==> src/hw/rtl/sha256_pkg.sv <==
package sha256_pkg;

    localparam int unsigned NumRounds = 64;

    typedef logic [31:0] word_t;

    // Eight 32-bit words in digest order: index 0 is a / H0, index 7 is h / H7.
    typedef logic [0:7][31:0] work_t;

    typedef enum logic [2:0] {
        ST_IDLE,
        ST_MARK,
        ST_PAD,
        ST_ROUND,
        ST_FOLD,
        ST_OUT
    } state_t;

    localparam work_t InitHash = {
        32'h6a09e667, 32'hbb67ae85, 32'h3c6ef372, 32'ha54ff53a,
        32'h510e527f, 32'h9b05688c, 32'h1f83d9ab, 32'h5be0cd19
    };

    localparam word_t RoundK [NumRounds] = '{
        32'h428a2f98, 32'h71374491, 32'hb5c0fbcf, 32'he9b5dba5,
        32'h3956c25b, 32'h59f111f1, 32'h923f82a4, 32'hab1c5ed5,
        32'hd807aa98, 32'h12835b01, 32'h243185be, 32'h550c7dc3,
        32'h72be5d74, 32'h80deb1fe, 32'h9bdc06a7, 32'hc19bf174,
        32'he49b69c1, 32'hefbe4786, 32'h0fc19dc6, 32'h240ca1cc,
        32'h2de92c6f, 32'h4a7484aa, 32'h5cb0a9dc, 32'h76f988da,
        32'h983e5152, 32'ha831c66d, 32'hb00327c8, 32'hbf597fc7,
        32'hc6e00bf3, 32'hd5a79147, 32'h06ca6351, 32'h14292967,
        32'h27b70a85, 32'h2e1b2138, 32'h4d2c6dfc, 32'h53380d13,
        32'h650a7354, 32'h766a0abb, 32'h81c2c92e, 32'h92722c85,
        32'ha2bfe8a1, 32'ha81a664b, 32'hc24b8b70, 32'hc76c51a3,
        32'hd192e819, 32'hd6990624, 32'hf40e3585, 32'h106aa070,
        32'h19a4c116, 32'h1e376c08, 32'h2748774c, 32'h34b0bcb5,
        32'h391c0cb3, 32'h4ed8aa4a, 32'h5b9cca4f, 32'h682e6ff3,
        32'h748f82ee, 32'h78a5636f, 32'h84c87814, 32'h8cc70208,
        32'h90befffa, 32'ha4506ceb, 32'hbef9a3f7, 32'hc67178f2
    };

endpackage

==> src/hw/rtl/sha256_round.sv <==
module sha256_round (
    input  sha256_pkg::work_t work_in,
    input  sha256_pkg::word_t k_in,
    input  sha256_pkg::word_t w0_in,
    input  sha256_pkg::word_t w1_in,
    input  sha256_pkg::word_t w9_in,
    input  sha256_pkg::word_t w14_in,
    output sha256_pkg::work_t work_out,
    output sha256_pkg::word_t w_new_out
);
    import sha256_pkg::*;

    word_t big0;
    word_t big1;
    word_t choose;
    word_t major;
    word_t t1;
    word_t t2;
    word_t small0;
    word_t small1;

    assign big0 = {work_in[0][1:0], work_in[0][31:2]}
                ^ {work_in[0][12:0], work_in[0][31:13]}
                ^ {work_in[0][21:0], work_in[0][31:22]};
    assign big1 = {work_in[4][5:0], work_in[4][31:6]}
                ^ {work_in[4][10:0], work_in[4][31:11]}
                ^ {work_in[4][24:0], work_in[4][31:25]};
    assign choose = (work_in[4] & work_in[5]) ^ (~work_in[4] & work_in[6]);
    assign major  = (work_in[0] & work_in[1]) ^ (work_in[0] & work_in[2])
                  ^ (work_in[1] & work_in[2]);

    assign t1 = work_in[7] + big1 + choose + k_in + w0_in;
    assign t2 = big0 + major;

    assign work_out = {t1 + t2, work_in[0], work_in[1], work_in[2],
                       work_in[3] + t1, work_in[4], work_in[5], work_in[6]};

    // Schedule word sixteen rounds ahead of the one consumed now.
    assign small0 = {w1_in[6:0], w1_in[31:7]} ^ {w1_in[17:0], w1_in[31:18]}
                  ^ {3'b000, w1_in[31:3]};
    assign small1 = {w14_in[16:0], w14_in[31:17]} ^ {w14_in[18:0], w14_in[31:19]}
                  ^ {10'b0, w14_in[31:10]};
    assign w_new_out = small1 + w9_in + small0 + w0_in;

endmodule

==> src/hw/rtl/sha256_byte_stream_hasher.sv <==
// Input is taken one item per cycle while idle; a full 64-byte block then holds off input
// while the single round unit does its 64 rounds and the result is folded into the chain.
// A final item is followed by the 0x80 marker and the padding bytes, one at a time, then
// one or two compressions and eight result transfers, one per cycle while m_ready is high.
// On long messages the round unit sets the pace: no input is taken during a compression.
// Reset (aresetn low, synchronous) restores the initial hash values and clears length and fill.
module sha256_byte_stream_hasher (
    input  logic                aclk,
    input  logic                aresetn,
    input  logic                s_valid,
    output logic                s_ready,
    input  logic [7:0]          s_msg_byte,
    input  logic                s_byte_present,
    input  logic                s_end_of_message,
    output logic                m_valid,
    input  logic                m_ready,
    output sha256_pkg::word_t   m_digest_word,
    output logic [2:0]          m_word_index,
    output logic                m_last_word
);
    import sha256_pkg::*;

    state_t       state_reg, state_next;
    logic [5:0]   fill_reg, fill_next;
    logic [63:0]  len_reg, len_next;
    work_t        chain_reg, chain_next;
    logic         eom_reg, eom_next;
    logic         mark_done_reg, mark_done_next;
    logic         extra_reg, extra_next;
    logic         final_reg, final_next;
    logic [5:0]   rnd_reg, rnd_next;
    logic [2:0]   out_idx_reg, out_idx_next;

    // Block buffer and message schedule share one shift line: word 0 is the top 32 bits.
    logic [511:0] blk_reg, blk_next;
    work_t        work_reg, work_next;

    work_t        round_out;
    word_t        w_new;
    logic [7:0]   pad_byte;
    logic         len_phase;

    sha256_round u_round (
        .work_in   (work_reg),
        .k_in      (RoundK[rnd_reg]),
        .w0_in     (blk_reg[511:480]),
        .w1_in     (blk_reg[479:448]),
        .w9_in     (blk_reg[223:192]),
        .w14_in    (blk_reg[63:32]),
        .work_out  (round_out),
        .w_new_out (w_new)
    );

    assign len_phase = (fill_reg[5:3] == 3'b111) && !extra_reg;
    assign pad_byte  = len_phase ? len_reg[{~fill_reg[2:0], 3'b000} +: 8] : 8'h00;

    assign m_digest_word = chain_reg[out_idx_reg];
    assign m_word_index  = out_idx_reg;
    assign m_last_word   = (out_idx_reg == 3'd7);

    always_comb begin
        state_next     = state_reg;
        fill_next      = fill_reg;
        len_next       = len_reg;
        chain_next     = chain_reg;
        eom_next       = eom_reg;
        mark_done_next = mark_done_reg;
        extra_next     = extra_reg;
        final_next     = final_reg;
        rnd_next       = rnd_reg;
        out_idx_next   = out_idx_reg;
        blk_next       = blk_reg;
        work_next      = work_reg;
        s_ready        = 1'b0;
        m_valid        = 1'b0;

        case (state_reg)
            ST_IDLE: begin
                s_ready = 1'b1;
                if (s_valid) begin
                    eom_next = s_end_of_message;
                    if (s_byte_present) begin
                        blk_next  = {blk_reg[503:0], s_msg_byte};
                        fill_next = fill_reg + 6'd1;
                        len_next  = len_reg + 64'd8;
                    end
                    if (s_byte_present && (fill_reg == 6'd63)) begin
                        work_next  = chain_reg;
                        rnd_next   = '0;
                        final_next = 1'b0;
                        state_next = ST_ROUND;
                    end else if (s_end_of_message) begin
                        state_next = ST_MARK;
                    end
                end
            end
            ST_MARK: begin
                blk_next       = {blk_reg[503:0], 8'h80};
                fill_next      = fill_reg + 6'd1;
                mark_done_next = 1'b1;
                // No room left for the length: it goes into an extra all-padding block.
                extra_next     = (fill_reg[5:3] == 3'b111);
                if (fill_reg == 6'd63) begin
                    // The marker closes this block, so the next one is the length block.
                    extra_next = 1'b0;
                    work_next  = chain_reg;
                    rnd_next   = '0;
                    final_next = 1'b0;
                    state_next = ST_ROUND;
                end else begin
                    state_next = ST_PAD;
                end
            end
            ST_PAD: begin
                blk_next  = {blk_reg[503:0], pad_byte};
                fill_next = fill_reg + 6'd1;
                if (fill_reg == 6'd63) begin
                    work_next  = chain_reg;
                    rnd_next   = '0;
                    final_next = !extra_reg;
                    extra_next = 1'b0;
                    state_next = ST_ROUND;
                end
            end
            ST_ROUND: begin
                work_next = round_out;
                blk_next  = {blk_reg[479:0], w_new};
                rnd_next  = rnd_reg + 6'd1;
                if (rnd_reg == 6'(NumRounds - 1)) begin
                    state_next = ST_FOLD;
                end
            end
            ST_FOLD: begin
                for (int i = 0; i < 8; i++) begin
                    chain_next[i] = chain_reg[i] + work_reg[i];
                end
                if (final_reg) begin
                    out_idx_next = '0;
                    state_next   = ST_OUT;
                end else if (!eom_reg) begin
                    state_next = ST_IDLE;
                end else if (mark_done_reg) begin
                    state_next = ST_PAD;
                end else begin
                    state_next = ST_MARK;
                end
            end
            ST_OUT: begin
                m_valid = 1'b1;
                if (m_ready) begin
                    out_idx_next = out_idx_reg + 3'd1;
                    if (out_idx_reg == 3'd7) begin
                        chain_next     = InitHash;
                        len_next       = '0;
                        fill_next      = '0;
                        eom_next       = 1'b0;
                        mark_done_next = 1'b0;
                        extra_next     = 1'b0;
                        final_next     = 1'b0;
                        state_next     = ST_IDLE;
                    end
                end
            end
            default: begin
                state_next = ST_IDLE;
            end
        endcase
    end

    always_ff @(posedge aclk) begin
        if (!aresetn) begin
            state_reg     <= ST_IDLE;
            fill_reg      <= '0;
            len_reg       <= '0;
            chain_reg     <= InitHash;
            eom_reg       <= 1'b0;
            mark_done_reg <= 1'b0;
            extra_reg     <= 1'b0;
            final_reg     <= 1'b0;
            rnd_reg       <= '0;
            out_idx_reg   <= '0;
        end else begin
            state_reg     <= state_next;
            fill_reg      <= fill_next;
            len_reg       <= len_next;
            chain_reg     <= chain_next;
            eom_reg       <= eom_next;
            mark_done_reg <= mark_done_next;
            extra_reg     <= extra_next;
            final_reg     <= final_next;
            rnd_reg       <= rnd_next;
            out_idx_reg   <= out_idx_next;
        end
    end

    always_ff @(posedge aclk) begin
        blk_reg  <= blk_next;
        work_reg <= work_next;
    end

endmodule
==> config.mk <==
export PLATFORM = sky130hd
export DESIGN_NAME = sha256_byte_stream_hasher
export DESIGN_NICKNAME = d
export VERILOG_FILES = /design/src/hw/rtl/sha256_pkg.sv /design/src/hw/rtl/sha256_round.sv /design/src/hw/rtl/sha256_byte_stream_hasher.sv
export SDC_FILE = /design/constraint.sdc
export NUM_CORES = 2
export LEC_CHECK = 0
export BUFFER_PORTS_ARGS = -buffer_cell sky130_fd_sc_hd__buf_2
export CAP_MARGIN = 10
export CORE_ASPECT_RATIO = 0.5
export CORE_UTILIZATION = 64
export CTS_BUF_LIST = sky130_fd_sc_hd__clkbuf_8
export DETAILED_ROUTE_END_ITERATION = 8
export PLACE_DENSITY = 0.85
export SYNTH_ARGS = -nofsm -noshare
export SYNTH_HDL_FRONTEND = slang
export SYNTH_HIERARCHICAL = 1
export SYNTH_SLANG_ARGS = --single-unit
==> constraint.sdc <==
create_clock -name aclk -period 76.6 [get_ports aclk]
set_input_delay 7.66 -clock aclk [delete_from_list [all_inputs] [get_ports aclk]]
set_output_delay 7.66 -clock aclk [all_outputs]
set_load 0.01 [all_outputs]
Word-level counts from Yosys, hierarchy flattened
Memories as Yosys holds them, arrays and structs flattened.
Cells that the tools add are included.
Word-level totals
  flip-flop bits (word level): 1110
  ROM bits: 2048
  memories: 1
Memory list
  (no name shown): depth 64, width 32, rd ports 1, clocked after memory_dff 0, write ports 0, RTL line sha256_byte_stream_hasher.sv:45  | .k_in (RoundK[rnd_reg]),
Operators by class
  add/sub/neg operators: 22
  order comparisons: 2
  equal/unequal tests: 20
  shift-type cells: 1
  muxes and demuxes: 59
  bitwise logic cells: 20
  reduce and logical (&&, ||, !) cells: 24
Operators by type and width (count)
  $pmux 512 s4: 1
  $mux 256: 5
  $mux 512: 2
  $pmux 256 s3: 1
  $add 32x32->32: 18
  $pmux 256 s2: 1
  $xor 32x32->32: 9
  $mux 64: 4
  $and 32x32->32: 5
  $mux 32: 4
  $pmux 64 s2: 1
  $bmux 32 s3: 1
  $add 64x4->64 const B: 1
  $shiftx 64x7->8: 1
  $mux 6: 7
  $pmux 6 s3: 2
  $not 32->32: 1
  $xor 32x22->32: 1
  $xor 32x29->32: 1
  $mux 3: 10
  $ne 2x2->1 const B: 9
  $pmux 3 s6: 1
  $add 6x1->6 const B: 2
  $eq 3x3->1 const B: 4
  30 further kinds: 56

Logic depth before layout (Yosys ltp)
  depth in word-level cells: 8
  depth in mapped cells: 43
  mapped depth without buffers: 40

Hierarchy
Netlist, hierarchy kept.
Modules (own cells, without submodules)
  sha256_byte_stream_hasher: instances 1, cells each 6818, area each 61347.6 µm², sequential area each 29848.6 µm²
  sha256_round: instances 1, cells each 1872, area each 15351.0 µm², sequential area each 0.0 µm²

Worst setup path before layout
OpenSTA, ideal clock, no wires.
  path kind: input to register
  start point: in s_valid
  end point: reg work_reg[0] (netlist name) (enable)
  library setup time: 445 ps
  arrival: 43631 ps
  required time: 76155 ps
  slack: 32524 ps
  stages on the path: 4
  buffers on the path: 0
  path through: nand2_1 a21oi_1 nand2_1 inv_1
On the way
  longest elaborated chain between the ends: 2
Ends and longest elaborated chain
  start, declared: RTL line sha256_byte_stream_hasher.sv:10  | input logic s_valid,
  $ne 2x2->1 (no source line)
  $reduce_and 4->1 (no source line)
  end signal, assigned: RTL line sha256_byte_stream_hasher.sv:198  | work_reg <= work_next;
  end, declared: RTL line sha256_byte_stream_hasher.sv:36  | work_t work_reg, work_next;
Every way passes these cells.
A chain may end at the register's enable or synchronous reset.

Worst setup path after layout
  start point: reg out_idx_reg[0] (netlist: m_word_index[0])
  end point: out m_digest_word[1]
On the way
  longest elaborated chain between the ends: 4
Ends and longest elaborated chain
  start, declared: RTL line sha256_byte_stream_hasher.sv:32  | logic [2:0] out_idx_reg, out_idx_next;
  start signal, assigned: RTL line sha256_byte_stream_hasher.sv:192  | out_idx_reg <= out_idx_next;
  $not 3->4 (not written as such): RTL line sha256_byte_stream_hasher.sv:57  | assign m_digest_word = chain_reg[out_idx_reg];
  $bmux 32 s3: RTL line sha256_byte_stream_hasher.sv:57
  $mux 32 (not written as such) (2 in series): RTL line sha256_byte_stream_hasher.sv:57
  end, declared: RTL line sha256_byte_stream_hasher.sv:17  | output sha256_pkg::word_t m_digest_word,
Every way passes these cells. The select of a mux whose other input is x is not followed.

==> run_summary.xml <==
<?xml version="1.0" encoding="UTF-8"?>
<metrics>
  <group name="worst_setup_path">
    <metric name="critical_path_peak_fanout" unit="">39</metric>
    <metric name="worst_ep_arrival_time" unit="ns">3.74</metric>
    <metric name="cp_slowest_cell" unit="">dfxtp_4</metric>
    <metric name="required_time_of_the_critical_path" unit="ns">68.94</metric>
    <metric name="timing.critical_path.to_type" unit="">output pin</metric>
    <metric name="critical_path.cell_chain" unit="">buf_4 -&gt; mux4_2 -&gt; mux2_2 -&gt; buf_2</metric>
    <metric name="worstSetupPathType" unit="">reg -&gt; out</metric>
    <metric name="timing.critical_path.from_type" unit="">flop</metric>
    <metric name="slowest_stage_delay_on_critical_path" unit="ns">0.91</metric>
  </group>
  <group name="finish">
    <metric name="fillCellCount" unit="">9384</metric>
    <metric name="final_util" unit="%">67.3</metric>
    <metric name="largest_register_ff_count" unit="">512</metric>
    <metric name="fraction_of_final_layout_cells_with_drive_strength_greater_than_1" unit="%">6.20</metric>
    <metric name="design.final.nets" unit="">8987</metric>
    <metric name="syn_to_final_growth" unit="%">3.86</metric>
  </group>
  <group name="detailed_routing">
    <metric name="via_per_inst" unit="">6.20</metric>
    <metric name="via_count" unit="">62700</metric>
    <metric name="route.antenna.remaining_nets" unit="">0</metric>
    <metric name="drt-total-wl" unit="mm">222</metric>
    <metric name="drt_iter0_drc" unit="">8224</metric>
    <metric name="drcViolationCount" unit="">6</metric>
    <metric name="wire_per_inst" unit="um">22.0</metric>
    <metric name="drt_first_pass_iters" unit="">8</metric>
  </group>
  <group name="floorplan">
    <metric name="die-width" unit="um">492</metric>
    <metric name="fp-row-count" unit="">89</metric>
    <metric name="die-height" unit="um">247</metric>
    <metric name="floorplan.initialDensity" unit="%">64.8</metric>
    <metric name="fp.dieArea" unit="um2">121000</metric>
    <metric name="core_region_area" unit="um2">118000</metric>
    <metric name="boundaryPins" unit="">52</metric>
  </group>
  <group name="grt">
    <metric name="grt_pass1_vias" unit="">57700</metric>
    <metric name="grt-ovfl-total" unit="">0</metric>
    <metric name="grt_resource_usage_total" unit="%">36.2</metric>
    <metric name="first_pass_grt_wire_length" unit="mm">336</metric>
    <metric name="grt_antenna_before_repair" unit="">10</metric>
    <metric name="largest_net_degree_at_the_start_of_global_routing" unit="">244</metric>
  </group>
  <group name="sta">
    <metric name="min_period_over_period" unit="%">14.9</metric>
    <metric name="report.final.slew_viol_count" unit="">0</metric>
    <metric name="final.min_clock_period" unit="ns">11.40</metric>
    <metric name="timing.setup.tns" unit="ns">0</metric>
    <metric name="maxSlewHeadroom" unit="%">21.0</metric>
    <metric name="unrepaired_setup_endpoints_after_global_routing" unit="">false</metric>
    <metric name="tightestPinTransition" unit="ns">1.19</metric>
    <metric name="report.final.setup_viol" unit="">0</metric>
    <metric name="finClkSkew" unit="ns">0.0759</metric>
    <metric name="max_clock_freq" unit="MHz">87.7</metric>
    <metric name="final-hold-violation-count" unit="">0</metric>
  </group>
  <group name="hold_path">
    <metric name="hold_path.class" unit="">reg -&gt; reg</metric>
  </group>
  <group name="clock_tree">
    <metric name="cts_root_buffer" unit="">clkbuf_8</metric>
    <metric name="tritoncts_clock_tree" unit="">built</metric>
    <metric name="tritoncts_sink_count" unit="">1107</metric>
    <metric name="ctsLongestPathBuffers" unit="">3</metric>
    <metric name="clk_pin_slew_worst_paths" unit="ns">0.07</metric>
    <metric name="post_cts.repair.setup_buffers" unit="">0</metric>
    <metric name="ctsHoldBuffers" unit="">0</metric>
    <metric name="tritoncts.num_buffers" unit="">160</metric>
    <metric name="htree_levels" unit="">4</metric>
    <metric name="cts_resized" unit="">0</metric>
    <metric name="clkLatencyLatePin" unit="ns">0.92</metric>
  </group>
  <group name="synth">
    <metric name="postSynthAreaPerCell" unit="um2">8.83</metric>
    <metric name="yosysMostFrequentCell" unit="">nand2_1</metric>
    <metric name="synth.yosys.warnings" unit="">6</metric>
    <metric name="number_of_enable_type_register_cells_in_the_synthesized_netlist" unit="">768</metric>
    <metric name="postSynthRegisterBits" unit="">1107</metric>
    <metric name="yosys.area.top_type" unit="">edfxtp_1</metric>
    <metric name="yosys_most_used_dff" unit="">edfxtp_1</metric>
    <metric name="yosysSeqAreaShare" unit="%">38.9</metric>
    <metric name="async_sr_flop_fraction" unit="%">0</metric>
    <metric name="synth_top_cells_by_count" unit="">nand2_1 (2670), edfxtp_1 (768), a21oi_1 (430), inv_1 (423), ha_1 (393)</metric>
    <metric name="synthTopCellsByArea" unit="">edfxtp_1 (30%), nand2_1 (13%), dfxtp_1 (8.8%)</metric>
    <metric name="post_synth_instance_area" unit="um2">76700</metric>
    <metric name="synthDominantCellAreaShare" unit="%">30.1</metric>
    <metric name="synth_cell_type_count" unit="">99</metric>
    <metric name="synth_fp_nets" unit="">9292</metric>
    <metric name="syn-instance-count" unit="">8690</metric>
  </group>
  <group name="run">
    <metric name="maxCapViolCount" unit="">0</metric>
  </group>
  <group name="placed_design">
    <metric name="globalplace.congestion" unit="">1.02</metric>
    <metric name="placement.io_buffers" unit="">51</metric>
    <metric name="dp.final_hpwl" unit="mm">160</metric>
  </group>
  <group name="run_status">
    <metric name="status" unit="">finished with violations</metric>
    <metric name="violations" unit="">design-rule violations</metric>
  </group>
</metrics>
final timing paths:
check                                startpoint               end  slack [ns]  cells past startpoint
worst max-delay path            m_word_index[0]  m_digest_word[1]       65.20                      4
worst min-delay path             chain_reg[184]    chain_reg[184]        0.49                      2
worst min register to register   chain_reg[184]    chain_reg[184]        0.49                      2
worst max register to register       rnd_reg[1]     work_reg[255]       65.52                     39
critical path: cells and delay by family, from the launching register on:
family                 cells  cell delay [ns]
buffers and inverters      2             0.86
DFF                        1             0.91
muxes                      2             1.02
per-stage QoR:
step	std cells	hold slack (ns)	cell area, um2	setup WS (ns)
2_1_floorplan	8690	0.443	76700	32.52
3_3_place_gp	9815	0.470	76600	65.04
3_5_place_dp	9815	0.477	76600	65.01
4_1_cts	10100	0.492	79600	65.05
5_1_grt	10100	0.519	79700	64.90
6_report	10100	0.492	79700	65.20
cell families (layout without fill, tap and decap cells):
family,Yosys count,after routing,share of synthesized area [%]
compound gates,1563,1563,13.2
xor+xnor,625,625,7.17
fa+ha+maj,610,610,11.8
buf+inv,1008,836,5.89
flops,1107,1107,38.9
mux,170,170,3.65
other cells,0,9,0
simple gates,3607,3607,19.4
cell type report:
cell class | count | area [um2] | share of cell area [%]
timing repair buffer | 113 | 739 | 0.928
clock inverter | 124 | 686 | 0.861
antenna | 9 | 22.5 | 0.0283
tap | 1592 | 1990 | 2.50
multi-input combinational | 6575 | 42400 | 53.2
inverter | 428 | 1610 | 2.03
clock buffer | 171 | 2350 | 2.95
sequential | 1107 | 29900 | 37.5
layer usage:
metal | GRT usage (%) | routed length [um] | share of wire [%] | vias to the layer above
met4 | 14.4 | 8750 | 3.9 | 0
met5 | 0 | 0 | 0 | -
li1 | - | - | - | 28900
met1 | 50.1 | 90100 | 41 | 29800
met3 | 8.84 | 27200 | 12 | 527
met2 | 54.7 | 96300 | 43 | 3473
cell usage in the layout (no fill, tap or decap), types with 40 or more instances in the layout:
cell type and instances:
mux2_2 47, a21o_1 209, dfxtp_1 333, xnor2_1 373, buf_2 50, xor2_1 250
buf_4 61, nor3_1 80, o22ai_1 85, o21bai_1 58, nand2_1 2664, a31oi_1 48
a22oi_1 70, fa_1 195, a21oi_1 429, a211oi_1 52, nor2b_1 110, inv_1 480
nand2b_1 47, nor2_1 371, o21a_1 46, mux4_2 83, nand3_1 97, o21ai_0 305
ha_1 393, and3_1 54, clkbuf_8 171, edfxtp_1 768, mux2i_1 40
Power is not shown: default switching activity piles up to over one toggle a cycle in this logic, so the estimate is an artifact.
